## config.mk

```make
export PLATFORM = sky130hd
export DESIGN_NAME = bpq_level_cell
export DESIGN_NICKNAME = d
export VERILOG_FILES = /design/src/design/bpq_pkg.sv /design/src/design/bpq_level_cell.sv
export SDC_FILE = /design/constraint.sdc
export NUM_CORES = 1
export LEC_CHECK = 0
export BUFFER_PORTS_ARGS = -buffer_cell sky130_fd_sc_hd__buf_2
export CAP_MARGIN = 20
export CORE_MARGIN = 2
export CORE_UTILIZATION = 25
export DETAILED_ROUTE_END_ITERATION = 8
export GPL_TIMING_DRIVEN = 0
export PLACE_DENSITY_LB_ADDON = 0.08
export SYNTH_ARGS = -nofsm -noshare
export SYNTH_HDL_FRONTEND = slang
export SYNTH_SLANG_ARGS = --single-unit
```

## constraint.sdc

```tcl
create_clock -name aclk -period 2.1 [get_ports aclk]
set_clock_uncertainty 0.2 [all_clocks]
set_input_delay 0.105 -clock aclk [delete_from_list [all_inputs] [get_ports aclk]]
set_output_delay 0.105 -clock aclk [all_outputs]
set_load 0.03 [all_outputs]
```

## src/design/bpq_pkg.sv

```systemverilog
// ----------------------------------------------------------------------------
// Bucket priority queue package
// Shared constants, field layout, codes and types for the queue core.
// ----------------------------------------------------------------------------
package bpq_pkg;

    // Default sizing of the core.
    localparam int LEVELS_DEF     = 16;
    localparam int CAPACITY_DEF   = 256;
    localparam int ELEM_WIDTH_DEF = 32;

    // Fixed field widths on the stream ports.
    localparam int ELEM_FW   = 32;
    localparam int PRIO_FW   = 4;
    localparam int COUNT_FW  = 9;
    localparam int STATUS_FW = 2;

    // Stream data widths, padded to whole bytes.
    localparam int S_TDATA_W = 40;
    localparam int M_TDATA_W = 48;

    // Bit positions of the result fields inside m_tdata.
    localparam int M_PRIO_LSB  = ELEM_FW;
    localparam int M_COUNT_LSB = M_PRIO_LSB + PRIO_FW;
    localparam int M_EMPTY_BIT = M_COUNT_LSB + COUNT_FW;
    localparam int M_PAD_W     = M_TDATA_W - M_EMPTY_BIT - 1;

    // Reset value of the lowest accepted level.
    localparam logic [PRIO_FW-1:0] LOWEST_LEVEL_RESET = 4'd15;

    // Operation kinds carried in s_tuser.
    localparam logic MODE_ENQ = 1'b0;
    localparam logic MODE_DEQ = 1'b1;

    // Result status codes carried in m_tuser.
    typedef enum logic [STATUS_FW-1:0] {
        ST_OK    = 2'd0,
        ST_EMPTY = 2'd1,
        ST_FULL  = 2'd2,
        ST_RANGE = 2'd3
    } status_t;

    // Commands broadcast to the level cells.
    typedef enum logic [1:0] {
        OP_NONE     = 2'd0,
        OP_PUSH     = 2'd1,
        OP_POP_LAST = 2'd2,
        OP_SET_HEAD = 2'd3
    } cell_op_t;

endpackage

```

## src/design/bpq_level_cell.sv

```systemverilog
// ----------------------------------------------------------------------------
// Bucket priority queue level cell
// Holds the list head, list tail and occupancy of one priority level and
// takes part in the head-search chain and the level-lookup chain.
// ----------------------------------------------------------------------------
module bpq_level_cell #(
    parameter int IDX_W    = 8,
    parameter int LW       = 4,
    parameter int LEVEL_ID = 0
) (
    input  logic             aclk,
    input  logic             aresetn,
    // Command broadcast from the sequencer
    input  bpq_pkg::cell_op_t op_in,
    input  logic [LW-1:0]    op_level,
    input  logic [IDX_W-1:0] op_ptr,
    // Head-search chain: lowest non-empty level seen so far
    input  logic             found_in,
    input  logic [LW-1:0]    level_in,
    input  logic [IDX_W-1:0] head_in,
    input  logic [IDX_W-1:0] tail_in,
    output logic             found_out,
    output logic [LW-1:0]    level_out,
    output logic [IDX_W-1:0] head_out,
    output logic [IDX_W-1:0] tail_out,
    // Lookup chain: occupancy and tail of the addressed level
    input  logic [LW-1:0]    q_level,
    input  logic             q_ne_in,
    input  logic [IDX_W-1:0] q_tail_in,
    output logic             q_ne_out,
    output logic [IDX_W-1:0] q_tail_out
);

    localparam logic [LW-1:0] MY_LEVEL = LW'(LEVEL_ID);

    logic [IDX_W-1:0] head_reg, head_next;
    logic [IDX_W-1:0] tail_reg, tail_next;
    logic             ne_reg, ne_next;
    logic             hit;

    assign hit = (op_level == MY_LEVEL);

    // Apply the command when it addresses this level.
    always_comb begin
        head_next = head_reg;
        tail_next = tail_reg;
        ne_next   = ne_reg;
        case (op_in)
            bpq_pkg::OP_PUSH: begin
                if (hit) begin
                    tail_next = op_ptr;
                    if (!ne_reg) begin
                        head_next = op_ptr;
                        ne_next   = 1'b1;
                    end
                end
            end
            bpq_pkg::OP_POP_LAST: begin
                if (hit) begin
                    ne_next = 1'b0;
                end
            end
            bpq_pkg::OP_SET_HEAD: begin
                if (hit) begin
                    head_next = op_ptr;
                end
            end
            default: begin
                head_next = head_reg;
            end
        endcase
    end

    // Pointers are written before they are ever read, so only the flag resets.
    always_ff @(posedge aclk) begin
        head_reg <= head_next;
        tail_reg <= tail_next;
        if (!aresetn) begin
            ne_reg <= 1'b0;
        end else begin
            ne_reg <= ne_next;
        end
    end

    // A lower level that is occupied wins; otherwise this level offers itself.
    always_comb begin
        found_out = found_in | ne_reg;
        if (found_in) begin
            level_out = level_in;
            head_out  = head_in;
            tail_out  = tail_in;
        end else begin
            level_out = MY_LEVEL;
            head_out  = head_reg;
            tail_out  = tail_reg;
        end
    end

    // The addressed level replaces whatever came down the lookup chain.
    always_comb begin
        if (q_level == MY_LEVEL) begin
            q_ne_out   = ne_reg;
            q_tail_out = tail_reg;
        end else begin
            q_ne_out   = q_ne_in;
            q_tail_out = q_tail_in;
        end
    end

endmodule

```

==> metrics.cfg, run 1 <==
[cts]
cts_sinks=17
cts_buffers=3
cts_tree=built
htree_levels=1
clk_pin_slew_ns=0.09
clk_latency_ns=0.28
cts_buffer_depth=2
cts-root-buf=clkbuf_4
postCtsResizedCells=0

[floorplanning]
placementRows=21
ios=80
initial_utilization_pct=26.4
die-area_um2=4080
core-area_um2=3390
die_x_um=63.9
die_h_um=63.9

[global_routing]
overflow=0
antenna_found_initial=0
grt_pass1_wl_mm=3.59
gr-usage-all-layers_pct=11.7
grt_start_max_net_pins=11
grt_pass1_vias=740

[yosys]
synth.distinct_cells=15
synthMuxAreaShare_pct=32.5
synthTopCellsByCount=25 x mux2_2, 16 x edfxtp_1, 4 x and2_1
synth_compound_area_share_pct=1.40
yosysTopAreaCellShare_pct=53.6
synth_fp_nets=109
syn-cell-area_um2=896
synth_top_family_by_area=multiplexers
synth_top_area_cell=edfxtp_1
synth_seq_cells=17
yosysMostFrequentCell=mux2_2
synthArstFlopShare_pct=0
synth_seq_area_share_pct=55.9
synth_xor_area_share_pct=0
synth.avg_cell_area_um2=15.2
netlist_instances=59
yosys.area_share.simple_pct=9.22
ys.flop_type=edfxtp_1
synth_fa_ha_area_share_pct=0
ys_top_cells_by_area=edfxtp_1 54%, mux2_2 31%, and2_1 2.8%
synth_edf_count=16
ys_warn_count=0

[timing]
tns_ns=0
fin_crit_ns=1.81
worst-slew-pin-transition_ns=0.784
hold_violations=0
period_share_pct=86.3
timing.fmax_ghz=0.552
setup_viol=0
relSlewSlack_pct=47.6
rsz0062_at_grt=false
drv_slew=0

[route]
num_vias=819
drc_errors=0
dr.pass1.iters=3
final_antenna_net_count=0
routed_wl_mm=2.39
drt_iter0_markers=5
routedWlPerCell_um=12.1
detail_route.vias_per_cell=4.14

[final_layout]
finalNetCount=203
synthToLayoutAreaGrowth_pct=64.7
fin_cells=198
drive_gt1_share_pct=72.4
diodes=0
fillerInstances=336
final_core_util_pct=43.5

[setup_path]
arrival_ns=1.51
cp.required_ns=1.79
crit_path_max_fanout=9
path_class=input port to output pin
cp-end-kind=output pin
r2r_cells=2
startpoint_type=input port

[min_path]
hold_depth=2
hp-class=input port to flop

[power]
power_mw=0.774
peakVddDrop_v=0.000255
p_leak_nw=0.657
power_density_nw_per_um2=525

[placement]
portBuffers=79
hpwl_mm=1.82
placed_cells=184
gp_congestion=0.628

[flow_run]
cap_violations=0

[status]
status=complete, no violations

## layout by cell type, fill, tap and decap left out, drive strengths merged
cell type and n:
or2 1, dlygate4sd3 10, clkbuf 5, and2 4, mux2i 1, buf 80
edfxtp 16, a21oi 1, a21boi 1, dfxtp 1, nand2 1, mux2 25
nor2b 2, nor4 2, nor2 2
## final timing paths
check	from	endpoint	slack, ns
max	q_level[1]	q_tail_out[1]	0.29
min	op_in[1]	tail_reg[6]	0.12
max reg2reg	ne_reg	head_reg[0]	0.46
min reg2reg	ne_reg	head_reg[6]	0.78
## cells by family (layout without fill, tap and decap cells)
logic type / Yosys count / count (layout)
AO/OA/AOI/OAI: 2 / 2
AND/OR/NAND/NOR: 12 / 12
buffers and inverters: 2 / 95
flip-flops: 17 / 17
multiplexers: 26 / 26
## worst max-delay path, stage by stage
cell	delay, ns
buf_2	0.11
nor4_4	0.69
mux2_2	0.41
buf_2	0.18
## power by group
part           switching, mW  leakage, nW  internal, mW
clock                 0.0911       0.0150        0.0736
combinational          0.124        0.490         0.104
sequential           0.00380        0.153         0.377
total                  0.218        0.657         0.555
## area by class of cell
class | count | area (um2) | area share, %
plain buffers | 2 | 8.76 | 0.594
clock buffers | 4 | 26.3 | 1.78
multi-input cells | 40 | 387 | 26.2
flip-flops and latches | 17 | 500 | 33.9
well taps | 46 | 57.6 | 3.90
repair buffers | 89 | 495 | 33.6
## what timing repair did
| item | 4_1_cts | 5_1_grt |
|---|---|---|
| hold endpoints to repair | 17 | 0 |
| hold buffers | 10 | 0 |
| setup buffers | 0 | 0 |
## routing by layer
| metal | track usage (%) | up-vias | wire (um) |
|---|---|---|---|
| met4 | 4.89 | 0 | 18 |
| met5 | 0 | - | 0 |
| met2 | 19.7 | 44 | 1190 |
| li1 | - | 413 | - |
| met1 | 14.7 | 360 | 953 |
| met3 | 2.11 | 2 | 225 |
## metrics by stage
stage	hold WS (ns)	worst slack, ns	instance area (um2)
final	0.115	0.287	1480
after global routing	0.162	0.183	1480
after CTS	0.119	0.274	1480
after detailed placement	0.0960	0.0346	1350
after global placement	0.0942	0.0354	1350
after floorplan	0.00387	0.531	896
(Power assumes the default switching activity.)
==> run 2: changes to the inputs <==
--- a/config.mk
+++ b/config.mk
@@ -10,6 +10,6 @@
 export CORE_MARGIN = 2
-export CORE_UTILIZATION = 25
+export CORE_UTILIZATION = 30
 export DETAILED_ROUTE_END_ITERATION = 8
 export GPL_TIMING_DRIVEN = 0
-export PLACE_DENSITY_LB_ADDON = 0.08
+export PLACE_DENSITY_LB_ADDON = 0.1
 export SYNTH_ARGS = -nofsm -noshare
==> constraint.sdc (replaced) <==
create_clock -name aclk -period 2.1 [get_ports aclk]
set_clock_uncertainty 0.2 [all_clocks]
set_input_delay 0.42 -clock aclk [delete_from_list [all_inputs] [get_ports aclk]]
set_output_delay 0.42 -clock aclk [all_outputs]
set_load 0.03 [all_outputs]
==> run 2 against run 1 <==
  * The flow now finishes with violations (DRC)
  * Global-route usage up 0.64 points
  * Design area about the same
  * Register-to-register slack better by 0.02 ns
  * First-iteration DRC count rose to 2.8 times the previous value
  * Die area down 16%
  * Critical path type unchanged
  * Largest cell class is now registers
  * Largest power group unchanged
  * Highest routed layer unchanged
==> metrics.cfg, run 2 (synthesized netlist as in run 1, its figures left out) <==
[timing]
fin_worst_hold_slack_ns=0.124  ; +0.00871 ns
relSlewSlack_pct=51.6  ; +4.0 points
rsz0062_at_grt=true
period_share_pct=99.8  ; +13 points
setup_viol=0  ; unchanged
hold_violations=0  ; unchanged
drv_slew=0  ; unchanged
fin_crit_ns=2.10  ; +0.283 ns
worst-slew-pin-transition_ns=0.724  ; -0.0601 ns
timing.fmax_ghz=0.477  ; -14%

[cts]
cts_buffers=3  ; unchanged
clk_latency_ns=0.27  ; about the same
cts_sinks=17  ; unchanged
cts_tree=built
htree_levels=1  ; unchanged
cts_buffer_depth=2  ; unchanged
cts-root-buf=clkbuf_4
ctsHoldBuffers=0  ; -10
clk_pin_slew_ns=0.09  ; about the same

[setup_path]
critical_path.most_common_cell=buf_6
cp.required_ns=1.48  ; -0.31 ns
cp-end-kind=output pin
path_class=input port to output pin
crit_path_max_fanout=4  ; -5
crit_chain=buf_2, nor4_4, buf_6, mux2_4, buf_6
crit_path_max_incr_delay_ns=0.31  ; -0.38 ns
arrival_ns=1.48  ; -0.03 ns
cpLargestDelayFamily=buffers and inverters
crit_slowest_cell=nor4_4
critPathBufInv=3  ; +1
startpoint_type=input port

[route]
routedWlPerCell_um=12.3  ; +2.1%
detail_route.vias_per_cell=4.62  ; +12%
dr.pass1.iters=6  ; +3
drc_errors=6  ; +6
final_antenna_net_count=0  ; unchanged
drt_iter0_markers=14  ; +9
num_vias=809  ; -1.2%
routed_wl_mm=2.15  ; -9.8%

[global_routing]
overflow=0  ; unchanged
antenna_found_initial=0  ; unchanged
grt_pass1_wl_mm=3.17  ; -12%
gr-usage-all-layers_pct=12.4  ; +0.64 points
grt_start_max_net_pins=11  ; unchanged
grt_pass1_vias=768  ; +3.8%

[floorplanning]
die_h_um=58.6  ; -8.2%
die_x_um=58.6  ; -8.2%
die-area_um2=3440  ; -16%
core-area_um2=2810  ; -17%
placementRows=19  ; -9.5%
ios=80  ; unchanged
initial_utilization_pct=31.9  ; +5.5 points

[power]
power_density_nw_per_um2=531  ; +1.2%
peakVddDrop_v=0.000342  ; +34%
p_leak_nw=0.680  ; +3.4%
power_mw=0.784  ; +1.3%

[final_layout]
final_common_cell=buf_2
fin_area_um2=1480  ; about the same
drive_gt1_share_pct=78.5  ; +6.1 points
synthToLayoutAreaGrowth_pct=64.8  ; about the same
final_cell_mix=70 x buf_2, 16 x mux2_2, 16 x edfxtp_1, 12 x buf_6, 9 x mux2_4
diodes=0  ; unchanged
finalNetCount=195  ; -3.9%

[min_path]
hp-class=input port to flop

[placement]
placed_area_um2=1330  ; -1.4%
hpwl_mm=1.73  ; -5.0%
portBuffers=79  ; unchanged
gp_congestion=0.684  ; +8.9%

[status]
status=finished with violations
failed_checks=DRC

[flow_run]
cap_violations=0  ; unchanged

==> run 2: changes by cell type in the layout (fill, tap and decap cells not counted) <==
cell	before	now
clkbuf_2	0	1
buf_6	0	12
clkbuf_1	2	1
buf_2	80	70
mux2_2	25	16
dlygate4sd3_1	10	0
mux2_4	0	9
==> run 2: final timing paths <==
| kind | startpoint | to | slack, ns | depth (start not counted) |
|---|---|---|---|---|
| max | q_level[0] | q_tail_out[3] | 0.004 | 5 |
| min | op_ptr[2] | head_reg[2] | 0.12 | 1 |
| max reg2reg | ne_reg | head_reg[4] | 0.48 | 2 |
| min reg2reg | ne_reg | ne_reg | 0.40 | 2 |
==> run 2: per-stage QoR <==
| step | utilization, % | std cells | setup slack [ns] | setup TNS (ns) |
|---|---|---|---|---|
| floorplan | - | 59 | 0.105 | 0 |
| global placement | 47.4 | 169 | -0.332 | -5.56 |
| detailed placement | 47.4 | 169 | -0.308 | -5.08 |
| CTS | 50.9 | 175 | -0.00635 | -0.00650 |
| global route | 52.6 | 175 | -0.0535 | -0.365 |
| finish | 52.6 | 175 | 0.00406 | 0 |
==> run 2: area by class of cell <==
class,instances,area [um2]
fill,257,1330
sequential,17,500
timing repair buffer,81,480
multi-input combinational,40,420
tap,31,38.8
clock buffer,4,26.3
buffer,2,10.0
==> run 2: metal layers <==
layer | global-route usage [%] | wire length [um]
met5 | 0 | 0
met4 | 4.87 | 14
met3 | 2.64 | 199
met2 | 23.8 | 1180
met1 | 13.0 | 760
==> run 2: timing repair <==
item / in CTS / in global routing
setup buffers: 2 / 0
cloned: 0 / 0
setup endpoints to repair: 9 / 14
resized for setup: 18 / 14
pin swaps: 1 / 1
==> run 2: where the power goes <==
group | total, mW | switching [mW] | internal, mW
clock | 0.165 | 0.0918 | 0.0736
combinational | 0.237 | 0.124 | 0.113
sequential | 0.382 | 0.00407 | 0.377
==> run 2: worst reg2reg max path: stages, from the launching register on <==
cell     delay, ns
dfxtp_1       0.35
nor2b_1       0.15
nor2_1        0.55
==> run 3: changes to the inputs <==
ABC_AREA = 1   (was unset)
==> run 3 against run 2 <==
  * The run now ends clean
  * Global-route usage grew 0.80 points
  * Sequential share of layout area increased by 1.5 points
  * Non-clock buffer count down 1
  * Design area is 4.3% lower
  * Critical path depth increased by 1
  * Synthesized cell count increased by 93%
  * Critical path type unchanged
==> metrics.cfg, run 3 <==
[status]
status=complete, no violations

[global_routing]
antenna_found_initial=0  ; unchanged
gr-usage-all-layers_pct=13.2  ; +0.80 points
overflow=0  ; unchanged
grt_start_max_net_pins=11  ; unchanged
grt_pass1_wl_mm=3.45  ; +8.9%
grt_pass1_vias=803  ; +4.6%

[yosys]
yosysMostFrequentCell=nand2_1
synth.distinct_cells=13  ; -2
synth_top_area_cell=edfxtp_1
yosysTopAreaCellShare_pct=51.1  ; -2.6 points
ys.flop_type=edfxtp_1
synthTopCellsByCount=48 x nand2_1, 16 x edfxtp_1, 14 x inv_1
ys_warn_count=0  ; unchanged
synth_edf_count=16  ; unchanged
syn-cell-area_um2=941  ; +5.0%
synthArstFlopShare_pct=0  ; unchanged
synth.avg_cell_area_um2=8.25  ; -46%
synth_seq_area_share_pct=53.2  ; -2.7 points
netlist_instances=114  ; +93%
synth_seq_cells=17  ; unchanged
synth_fp_nets=164  ; +50%
ys_top_cells_by_area=edfxtp_1 51%, nand2_1 19%, o21ai_2 8.4%

[floorplanning]
die_x_um=60.0  ; +2.3%
die_h_um=60.0  ; +2.3%
die-area_um2=3600  ; +4.7%
initial_utilization_pct=31.1  ; -0.86 points
core-area_um2=3030  ; +7.9%
ios=80  ; unchanged
placementRows=20  ; +1

[final_layout]
final_common_cell=buf_2
finalNetCount=247  ; +27%
multi_input_area_um2=355  ; -15%
final_cell_mix=80 x buf_2, 48 x nand2_1, 16 x edfxtp_1, 14 x inv_1
seqCellArea_um2=500  ; unchanged
fillerInstances=318  ; +24%
synthToLayoutAreaGrowth_pct=50.1
diodes=0  ; unchanged
drive_gt1_share_pct=49.5  ; -29 points

[timing]
fin_crit_ns=1.92  ; -0.179 ns
drv_slew=0  ; unchanged
fin_worst_hold_slack_ns=0.123  ; -0.00141 ns
tns_ns=0  ; unchanged
rsz0062_at_grt=false
setup_viol=0  ; unchanged
timing.fmax_ghz=0.522  ; +9.3%
worst-slew-pin-transition_ns=0.725  ; +0.000987 ns
relSlewSlack_pct=51.5  ; -0.066 points
period_share_pct=91.3  ; -8.5 points
hold_violations=0  ; unchanged

[setup_path]
cp.required_ns=1.48  ; about the same
r2r-start=ne_reg
arrival_ns=1.30  ; -0.18 ns
crit_path_max_incr_delay_ns=0.20  ; -0.11 ns
crit_path_start=q_level[1]
r2r_slack_ns=0.47  ; about the same
crit_slowest_cell=buf_6
path_class=input port to output pin
critical_path.most_common_cell=buf_2
critPathBufInv=3  ; unchanged
r2r_cells=3  ; +1
startpoint_type=input port
crit_path_end=q_tail_out[6]
crit_path_max_fanout=10  ; +6
cpLargestDelayFamily=buffers and inverters
crit_chain=buf_2, nor2_1, nand2_2, buf_6, o21ai_2, buf_2
cp-end-kind=output pin
r2r-end=head_reg[5]
cp.depth=6  ; +1

[power]
p_leak_nw=0.776  ; +14%
peakVddDrop_v=0.000309  ; -9.6%
power_density_nw_per_um2=537  ; +1.0%

[route]
drc_errors=0  ; -6
routedWlPerCell_um=9.84  ; -20%
routed_wl_mm=2.36  ; +9.7%
num_vias=973  ; +20%
detail_route.vias_per_cell=4.05  ; -12%
final_antenna_net_count=0  ; unchanged
dr.pass1.iters=4  ; -2
drt_iter0_markers=17  ; +3

[cts]
cts_buffer_depth=2  ; unchanged
cts_buffers=3  ; unchanged
clk_pin_slew_ns=0.09  ; about the same
postCtsResizedCells=0  ; -18
cts_tree=built
htree_levels=1  ; unchanged
clk_latency_ns=0.28  ; about the same
cts-root-buf=clkbuf_4
postCtsSetupBuffers=0  ; -2
cts_sinks=17  ; unchanged
ctsHoldBuffers=0  ; unchanged

[min_path]
hp-class=input port to flop
hold_depth=1  ; unchanged

[placement]
gp_congestion=0.756  ; +10%
hpwl_mm=1.91  ; +10%
portBuffers=78  ; -1.3%

[flow_run]
cap_violations=0  ; unchanged

-- run 3: changes by cell type in the layout (fill, tap and decap cells not counted), sizes merged --
cell	before	now
and2	4	0
nor4	2	0
nor2b	2	0
inv	0	15
mux2i	1	0
a21oi	1	0
a21boi	1	0
or2	1	0
o21ai	0	18
nor2	2	9
clkbuf	5	4
mux2	25	0
nand3	0	1
nand2	1	50
-- run 3: metrics by stage --
stage / power [mW] / util, % / worst slack [ns] / cell area [um2] / cells
after floorplan: 0.513 / - / 0.218 / 941 / 114
after global placement: 0.598 / 45.8 / 0.177 / 1390 / 236
after detailed placement: 0.601 / 45.8 / 0.170 / 1390 / 236
after CTS: 0.769 / 46.7 / 0.169 / 1410 / 240
after global routing: 0.799 / 46.7 / 0.0725 / 1410 / 240
final: 0.758 / 46.7 / 0.183 / 1410 / 240
-- run 3: how the worst min path moves through the flow --
stage | start | endpoint | slack, ns
3_3_place_gp | ne_reg | ne_reg | 0.25
6_report | op_ptr[2] | head_reg[2] | 0.12
4_1_cts | op_ptr[2] | head_reg[2] | 0.11
3_5_place_dp | ne_reg | ne_reg | 0.26
5_1_grt | op_ptr[1] | head_reg[1] | 0.11
2_1_floorplan | ne_reg | ne_reg | 0.24
-- run 3: per-layer routing --
metal  wire length, um  share of wire (%)  track usage (%)
met3               161                6.8             1.30
met4                14               0.59             6.67
met2              1170                 50             22.5
met1              1010                 43             16.3
met5                 0                  0                0
-- run 3: report_power, final --
group	switching, mW	total (mW)	internal (mW)
registers	0.000845	0.375	0.374
logic	0.138	0.216	0.0783
clock network	0.0932	0.167	0.0737
-- run 3: cell type report --
| cell class | count | area share, % |
|---|---|---|
| sequential | 17 | 35.4 |
| timing repair buffer | 78 | 27.6 |
| multi-input combinational | 78 | 25.2 |
| inverter | 15 | 3.99 |
| tap | 44 | 3.90 |
| buffer | 4 | 2.04 |
| clock buffer | 4 | 1.86 |
-- run 3: kinds of logic (layout without fill, tap and decap cells) --
logic type,Yosys count,count (layout),synth area share (%)
compound gates,18,18,13.2
flops,17,17,53.2
buf+inv,19,101,9.04
simple gates,60,60,24.6
